**src/sv/bsm_pkg.sv**
```systemverilog
// shared types and constants of the byte signature matcher
package bsm_pkg;

  localparam int MAX_SIG_BYTES_DEF = 'h40;
  localparam int OFFSET_BITS_DEF   = 32;
  localparam int SIG_LEN_W         = 7;
  localparam int COUNT_W           = 32;

  localparam logic [1:0] CMD_LOAD = 2'd0;
  localparam logic [1:0] CMD_DATA = 2'd1;
  localparam logic [1:0] CMD_END  = 2'd2;

  localparam logic KIND_MATCH = 1'b0;
  localparam logic KIND_TOTAL = 1'b1;

  typedef struct packed {
    logic [1:0] cmd;
    logic [5:0] sig_index;
    logic [7:0] byte_value;
  } src_item_t;

  typedef struct packed {
    logic         kind;
    logic [31:0]  match_offset;
    logic [31:0]  match_count;
  } res_item_t;

  typedef struct packed {
    logic data_en;
    logic sig_shift;
    logic load_en;
  } cell_ctl_t;

endpackage

```
**src/sv/bsm_cell.sv**
```systemverilog
// one matcher cell: a window byte, an aligned signature byte and its compare bit
module bsm_cell #(
  parameter int CELL_IDX = 0,
  parameter int LEN_W    = 7
) (
  input  logic               clk,
  input  logic               rst,
  input  bsm_pkg::cell_ctl_t ctl,
  input  logic [LEN_W-1:0]   len_eff,
  input  logic [LEN_W-1:0]   load_tgt,
  input  logic [7:0]         load_byte,
  input  logic [7:0]         win_in,
  output logic [7:0]         win_out,
  input  logic [7:0]         sig_in,
  output logic [7:0]         sig_out,
  output logic               hit
);

  logic [7:0] win;
  logic [7:0] asig;
  logic       in_use;
  logic       load_sel;

  assign in_use   = LEN_W'(CELL_IDX) < len_eff;
  assign load_sel = ctl.load_en && (load_tgt == LEN_W'(CELL_IDX));
  assign win_out  = win;
  assign sig_out  = asig;

  always_ff @(posedge clk) begin
    if (rst) begin
      asig <= '0;
    end else if (ctl.sig_shift) begin
      asig <= sig_in;
    end else if (load_sel) begin
      asig <= load_byte;
    end
  end

  always_ff @(posedge clk) begin
    if (ctl.data_en) begin
      win <= win_in;
      hit <= !in_use || (win_in == asig);
    end
  end

endmodule

```
**src/sv/bsm_sig_store.sv**
```systemverilog
// signature store with the sweep that realigns the cell signatures
module bsm_sig_store #(
  parameter int MAX_SIG_BYTES = bsm_pkg::MAX_SIG_BYTES_DEF,
  parameter int LEN_W         = 7,
  parameter int IDX_W         = 6
) (
  input  logic             clk,
  input  logic             rst,
  input  logic             wr_en,
  input  logic [IDX_W-1:0] wr_addr,
  input  logic [7:0]       wr_byte,
  input  logic             start,
  input  logic [LEN_W-1:0] len_eff,
  output logic             shift_en,
  output logic [7:0]       shift_byte,
  output logic             busy
);

  typedef enum logic {RB_IDLE, RB_READ} rb_state_t;

  rb_state_t          state;
  logic [IDX_W-1:0]   rd_addr;
  logic               last;
  logic [7:0]         mem [MAX_SIG_BYTES];
  logic [MAX_SIG_BYTES-1:0] vld;

  assign last = ((LEN_W+1)'(rd_addr) + (LEN_W+1)'(1)) == (LEN_W+1)'(len_eff);
  assign busy = (state == RB_READ) || shift_en;

  always_ff @(posedge clk) begin
    if (rst) begin
      state    <= RB_IDLE;
      shift_en <= 1'b0;
      rd_addr  <= '0;
    end else begin
      shift_en <= 1'b0;
      case (state)
        RB_IDLE: begin
          if (start) begin
            rd_addr <= '0;
            state   <= RB_READ;
          end
        end
        RB_READ: begin
          shift_en <= 1'b1;
          if (last) begin
            state <= RB_IDLE;
          end else begin
            rd_addr <= rd_addr + IDX_W'(1);
          end
        end
        default: state <= RB_IDLE;
      endcase
    end
  end

  always_ff @(posedge clk) begin
    if (rst) begin
      vld <= '0;
    end else if (wr_en) begin
      vld[wr_addr] <= 1'b1;
    end
  end

  always_ff @(posedge clk) begin
    if (wr_en) begin
      mem[wr_addr] <= wr_byte;
    end
    shift_byte <= vld[rd_addr] ? mem[rd_addr] : 8'h00;
  end

endmodule

```
**src/sv/byte_signature_matcher_core.sv**
```systemverilog
// top level of the byte signature matcher
//
//   channel   signals                          item
//   src       src_valid src_ready src_item     load, data or end command
//   res       res_valid res_ready res_item     match or end-of-stream total
//   cfg       cfg_valid cfg_ready cfg_data     signature length
//
// one item per cycle while src_ready is high; an item passes the window compare
// (one cell per signature byte), its hits and-reduced into the result register
// a length write realigns the cells from the signature store; while it runs,
// src_ready and cfg_ready are low
// reset clears the signature, position, count and length (to one)
// a stalled result holds one more item in the compare stage, then src_ready drops
module byte_signature_matcher_core #(
  parameter int MAX_SIG_BYTES = bsm_pkg::MAX_SIG_BYTES_DEF,
  parameter int OFFSET_BITS   = bsm_pkg::OFFSET_BITS_DEF
) (
  input  logic                            clk,
  input  logic                            rst,
  input  logic                            src_valid,
  output logic                            src_ready,
  input  bsm_pkg::src_item_t              src_item,
  output logic                            res_valid,
  input  logic                            res_ready,
  output bsm_pkg::res_item_t              res_item,
  input  logic                            cfg_valid,
  output logic                            cfg_ready,
  input  logic [bsm_pkg::SIG_LEN_W-1:0]   cfg_data
);

  localparam int LEN_W = $clog2(MAX_SIG_BYTES + 1);
  localparam int IDX_W = (MAX_SIG_BYTES > 1) ? $clog2(MAX_SIG_BYTES) : 1;
  localparam int CW    = bsm_pkg::COUNT_W;

  logic [bsm_pkg::SIG_LEN_W-1:0] sig_len;
  logic [LEN_W-1:0]              len_eff;
  logic                          busy;
  logic                          src_take;
  logic                          take_load;
  logic                          take_data;
  logic                          take_end;
  logic                          idx_ok;
  logic                          ld_cell;
  logic [LEN_W-1:0]              ld_tgt;
  logic                          cfg_take;
  logic                          sh_en;
  logic [7:0]                    sh_byte;
  bsm_pkg::cell_ctl_t            ctl;
  logic [7:0]                    win_chain [MAX_SIG_BYTES+1];
  logic [7:0]                    sig_chain [MAX_SIG_BYTES+1];
  logic [MAX_SIG_BYTES-1:0]      hits;

  logic [OFFSET_BITS-1:0]        pos;
  logic [OFFSET_BITS-1:0]        pos_next;
  logic [OFFSET_BITS-1:0]        diff;
  logic [OFFSET_BITS+31:0]       diff_ext;
  logic [CW-1:0]                 count;
  logic [CW-1:0]                 count_inc;

  logic                          s1_valid;
  logic                          s1_end;
  logic                          s1_short;
  logic [31:0]                   s1_offset;
  logic                          advance;
  logic                          s1_take;
  logic                          is_match;

  always_comb begin
    if (sig_len == '0) begin
      len_eff = LEN_W'(1);
    end else if (32'(sig_len) > 32'(MAX_SIG_BYTES)) begin
      len_eff = LEN_W'(MAX_SIG_BYTES);
    end else begin
      len_eff = LEN_W'(sig_len);
    end
  end

  assign advance   = !res_valid || res_ready;
  assign src_ready = !busy && (!s1_valid || advance);
  assign cfg_ready = !busy;
  assign cfg_take  = cfg_valid && cfg_ready;
  assign src_take  = src_valid && src_ready;
  assign take_load = src_take && (src_item.cmd == bsm_pkg::CMD_LOAD);
  assign take_data = src_take && (src_item.cmd == bsm_pkg::CMD_DATA);
  assign take_end  = src_take && (src_item.cmd == bsm_pkg::CMD_END);

  assign idx_ok  = 32'(src_item.sig_index) < 32'(MAX_SIG_BYTES);
  assign ld_cell = idx_ok && (32'(src_item.sig_index) < 32'(len_eff));
  assign ld_tgt  = LEN_W'(32'(len_eff) - 32'd1 - 32'(src_item.sig_index));

  assign ctl.data_en   = take_data;
  assign ctl.sig_shift = sh_en;
  assign ctl.load_en   = take_load && ld_cell;

  always_ff @(posedge clk) begin
    if (rst) begin
      sig_len <= bsm_pkg::SIG_LEN_W'(1);
    end else if (cfg_take) begin
      sig_len <= cfg_data;
    end
  end

  bsm_sig_store #(
    .MAX_SIG_BYTES (MAX_SIG_BYTES),
    .LEN_W         (LEN_W),
    .IDX_W         (IDX_W)
  ) u_store (
    .clk        (clk),
    .rst        (rst),
    .wr_en      (take_load && idx_ok),
    .wr_addr    (IDX_W'(src_item.sig_index)),
    .wr_byte    (src_item.byte_value),
    .start      (cfg_take),
    .len_eff    (len_eff),
    .shift_en   (sh_en),
    .shift_byte (sh_byte),
    .busy       (busy)
  );

  assign win_chain[0] = src_item.byte_value;
  assign sig_chain[0] = sh_byte;

  for (genvar i = 0; i < MAX_SIG_BYTES; i++) begin : g_cell
    bsm_cell #(
      .CELL_IDX (i),
      .LEN_W    (LEN_W)
    ) u_cell (
      .clk       (clk),
      .rst       (rst),
      .ctl       (ctl),
      .len_eff   (len_eff),
      .load_tgt  (ld_tgt),
      .load_byte (src_item.byte_value),
      .win_in    (win_chain[i]),
      .win_out   (win_chain[i+1]),
      .sig_in    (sig_chain[i]),
      .sig_out   (sig_chain[i+1]),
      .hit       (hits[i])
    );
  end

  assign pos_next  = (pos == '1) ? pos : pos + OFFSET_BITS'(1);
  assign diff      = pos_next - OFFSET_BITS'(len_eff);
  assign diff_ext  = {32'b0, diff};
  assign count_inc = (count == '1) ? count : count + CW'(1);
  assign s1_take   = advance && s1_valid;
  assign is_match  = !s1_end && !s1_short && (&hits);

  always_ff @(posedge clk) begin
    if (rst) begin
      pos      <= '0;
      s1_valid <= 1'b0;
    end else begin
      if (take_data) begin
        pos <= pos_next;
      end else if (take_end) begin
        pos <= '0;
      end
      if (s1_take) begin
        s1_valid <= 1'b0;
      end
      if (take_data || take_end) begin
        s1_valid <= 1'b1;
      end
    end
  end

  always_ff @(posedge clk) begin
    if (take_data || take_end) begin
      s1_end    <= take_end;
      s1_short  <= pos_next < OFFSET_BITS'(len_eff);
      s1_offset <= diff_ext[31:0];
    end
  end

  always_ff @(posedge clk) begin
    if (rst) begin
      count     <= '0;
      res_valid <= 1'b0;
    end else if (advance) begin
      res_valid <= s1_valid && (s1_end || is_match);
      if (s1_valid && s1_end) begin
        count <= '0;
      end else if (s1_valid && is_match) begin
        count <= count_inc;
      end
    end
  end

  always_ff @(posedge clk) begin
    if (advance && s1_valid) begin
      if (s1_end) begin
        res_item.kind         <= bsm_pkg::KIND_TOTAL;
        res_item.match_offset <= '0;
        res_item.match_count  <= 32'(count);
      end else begin
        res_item.kind         <= bsm_pkg::KIND_MATCH;
        res_item.match_offset <= s1_offset;
        res_item.match_count  <= 32'(count_inc);
      end
    end
  end

endmodule

```
**config.mk**
```make
export PLATFORM = sky130hd
export DESIGN_NAME = byte_signature_matcher_core
export DESIGN_NICKNAME = d
export VERILOG_FILES = /design/src/sv/bsm_pkg.sv /design/src/sv/bsm_cell.sv /design/src/sv/bsm_sig_store.sv /design/src/sv/byte_signature_matcher_core.sv
export SDC_FILE = /design/constraint.sdc
export NUM_CORES = 2
export LEC_CHECK = 0
export BUFFER_PORTS_ARGS = -buffer_cell sky130_fd_sc_hd__buf_2
export CAP_MARGIN = 10
export CORE_UTILIZATION = 65
export CTS_CLUSTER_DIAMETER = 200
export DETAILED_ROUTE_END_ITERATION = 16
export PLACE_DENSITY_LB_ADDON = 0.12
export REMOVE_ABC_BUFFERS = 1
export SLEW_MARGIN = 0
export SYNTH_ARGS = -nofsm -noshare
export SYNTH_HDL_FRONTEND = slang
export SYNTH_SLANG_ARGS = --single-unit
```
**constraint.sdc**
```tcl
create_clock -name clk -period 37.5 [get_ports clk]
set_input_delay 1.875 -clock clk [delete_from_list [all_inputs] [get_ports clk]]
set_output_delay 1.875 -clock clk [all_outputs]
set_load 0.02 [all_outputs]
```
==> results.py <==
metrics = {
    "grt": {
        "grt_max_degree": 222,
        "grt_pass1_vias": 50600,
        "grt-ovfl-total": 0,
        "antenna_found_initial": 9,
        "track_usage": 0.330,
        "grt_pass1_wl_um": 308000,
    },
    "run_status": {
        "status": "finished, final reports clean",
    },
    "clock_tree": {
        "clk_pin_slew_ns": 0.06,
        "cts_resized": 0,
        "root_buffer": "clkbuf_16",
        "cts_setup_buffers": 0,
        "cts_buffers": 181,
        "cts_tree": "built",
        "hold_buffers": 0,
        "clkLatencyLatePin_ns": 0.82,
        "htree_num_levels": 4,
        "clkSinkCount": 1844,
        "cts_buffer_depth": 3,
    },
    "sta": {
        "setup_tns_ns": 0,
        "period_minus_slack_ns": 5.56,
        "report.final.slew_viol_count": 0,
        "skew_ns": 0.0220,
        "setup_viol": 0,
        "slew_headroom": 0.176,
        "hold_violations": 0,
        "worst_pin_slew_ns": 1.23,
        "fin_crit_sh": 0.148,
        "rsz0062_at_grt": "false",
        "timing.fmax_mhz": 180,
    },
    "logic_synthesis": {
        "synth_top_area_frac": 0.451,
        "async_flop_share": 0,
        "synth_seq_cells": 1844,
        "netlist_area_um2": 78600,
        "yosysSeqAreaShare": 0.620,
        "ys_types": 80,
        "synthTopCellsByArea": "edfxtp_1 45%, dfxtp_1 17%, mux4_2 5.4%",
        "synth_edf_count": 1179,
        "yosysWarnings": 0,
        "synthCells": 6259,
        "avgSynthCellArea_um2": 12.6,
        "ys.flop_type": "edfxtp_1",
        "yosysTopAreaCell": "edfxtp_1",
    },
    "floorplanning": {
        "rows": 127,
        "die_h_um": 350,
        "die_area_um2": 122000,
        "fp.dieW_um": 350,
        "core_um2": 120000,
        "io_pins": 96,
        "start_util": 0.656,
    },
    "run": {
        "drv_cap": 0,
    },
    "critical_path": {
        "cp_max_fo": 125,
        "crit_chain": "buf_2 -> nand3b_1 -> nand3_1 -> or3b_2 -> inv_8 -> buf_4 -> buf_4",
        "crit_type": "primary input to flip-flop",
        "crit_required_ns": 37.92,
        "crit_path_frequent_cell": "buf_4",
        "cp-end-kind": "flip-flop",
        "slowest_delay_ns": 0.91,
        "crit_family": "buffers and inverters",
        "path_buf_inv": 4,
        "worstSetupStartpointType": "primary input",
        "slowest_stage": "or3b_2",
        "critical_path_arrival_ns": 5.98,
    },
    "final_layout": {
        "mostFrequentLayoutCells": "1179 x edfxtp_1, 659 x dfxtp_1, 646 x a21oi_1, 580 x nor2_1, 474 x xnor2_1",
        "final_common_cell": "edfxtp_1",
        "syn2layout_area_growth_pct": 9.56,
        "drive_gt1_frac": 0.119,
        "fin_nets": 6225,
        "fin_area_um2": 86100,
    },
    "place": {
        "dpl_cell_area_um2": 80200,
        "hpwlAfterDp_um": 123000,
        "gp_congestion": 0.943,
        "port_buffers": 95,
    },
    "power_and_ir_drop": {
        "power.total_mw": 4.53,
        "power.leakage_nw": 29.1,
        "irDropWorstVdd_uv": 62.8,
        "power_density_nw_per_um2": 52.7,
    },
    "detailed_routing": {
        "routed_wl_um": 202000,
        "num_vias": 52600,
        "final_antenna_net_count": 0,
        "drc": 0,
        "vias_per_cell": 6.62,
        "drtIter0Drc": 6556,
        "dr.pass1.iters": 6,
        "wire_per_inst_um": 25.4,
    },
    "worst_hold_path": {
        "hold_path.class": "flip-flop to flip-flop",
    },
}
## cells by family after synthesis
group	synth area share
buf+inv	0.0235
fa+ha+maj	0.00417
compound gates	0.135
xor+xnor	0.0680
simple gates	0.0939
mux	0.0556
flops	0.620
## synth_stat cells, types with 26 or more instances
library cell     n
nand4_1        171
xnor2_1        477
nand2_1        133
a21o_1         183
a211oi_1       300
dfxtp_1        665
nor2b_1         57
nor4_1          40
o21ai_0         93
nor3_1         239
inv_1           27
nor2_1         580
xor2_1         133
or2_2           35
nand3_1         74
clkbuf_1       386
edfxtp_1      1179
mux4_2         188
buf_1           35
nor4_2          27
o31ai_1        212
buf_2           26
a21oi_1        646
## routing by layer
| metal | wire (um) | vias to the layer above | global-route usage |
|---|---|---|---|
| li1 | - | 23600 | - |
| met1 | 82100 | 26000 | 0.468 |
| met2 | 93600 | 2628 | 0.508 |
| met3 | 19500 | 454 | 0.0673 |
| met4 | 6840 | 8 | 0.117 |
| met5 | 43 | - | 0 |
## flip-flops by register name, summed over array words and instances (netlist names), 64 cells and up
name and cells:
g_cell.u_cell.sig_out 512, u_store.mem 512, g_cell.u_cell.win_out 504, res_item 65, g_cell.u_cell.hit 64, u_store.vld 64
## worst paths after layout
path                            slack (ns)                           end                          from  cells past startpoint
worst min register to register        0.46  g_cell[54].u_cell.win_out[6]  g_cell[53].u_cell.win_out[6]                      0
worst min-delay path                  0.46  g_cell[54].u_cell.win_out[6]  g_cell[53].u_cell.win_out[6]                      0
worst max-delay path                 31.94  g_cell[14].u_cell.win_out[4]                     res_ready                      7
worst max register to register       32.05  g_cell[14].u_cell.win_out[4]              u_store.shift_en                      6
## area by class of cell
cell class,count,area (um2)
repair buffers,180,1150
well taps,1612,2020
fillers,8088,33700
flip-flops and latches,1844,48700
inverters,30,130
clock buffers,272,5260
multi-input cells,3935,28200
clock inverters,68,614
diodes,8,20.0
## metrics by stage
| step | hold slack, ns | instances | worst slack [ns] | utilization |
|---|---|---|---|---|
| finish | 0.461 | 7949 | 31.94 | 0.718 |
| CTS | 0.467 | 7939 | 32.05 | 0.718 |
| floorplan | 0.435 | 5809 | 3.16 | - |
| detailed placement | 0.455 | 7599 | 31.17 | 0.669 |
| global route | 0.466 | 7942 | 31.75 | 0.718 |
| global placement | 0.444 | 7599 | 31.26 | 0.669 |
## worst reg2reg max path: cells and delay by family (launching register included)
kind | cells | cell delay (ns)
flops | 1 | 0.51
simple gates | 3 | 1.83
buf+inv | 3 | 2.69
## where the power goes
group	leakage, nW	internal [mW]	switching, mW
clock network	2.86	1.03	0.773
logic	10.4	0.159	0.279
registers	15.8	2.23	0.0650
total	29.1	3.42	1.12
No activity file was read; power rests on OpenSTA's default activity.
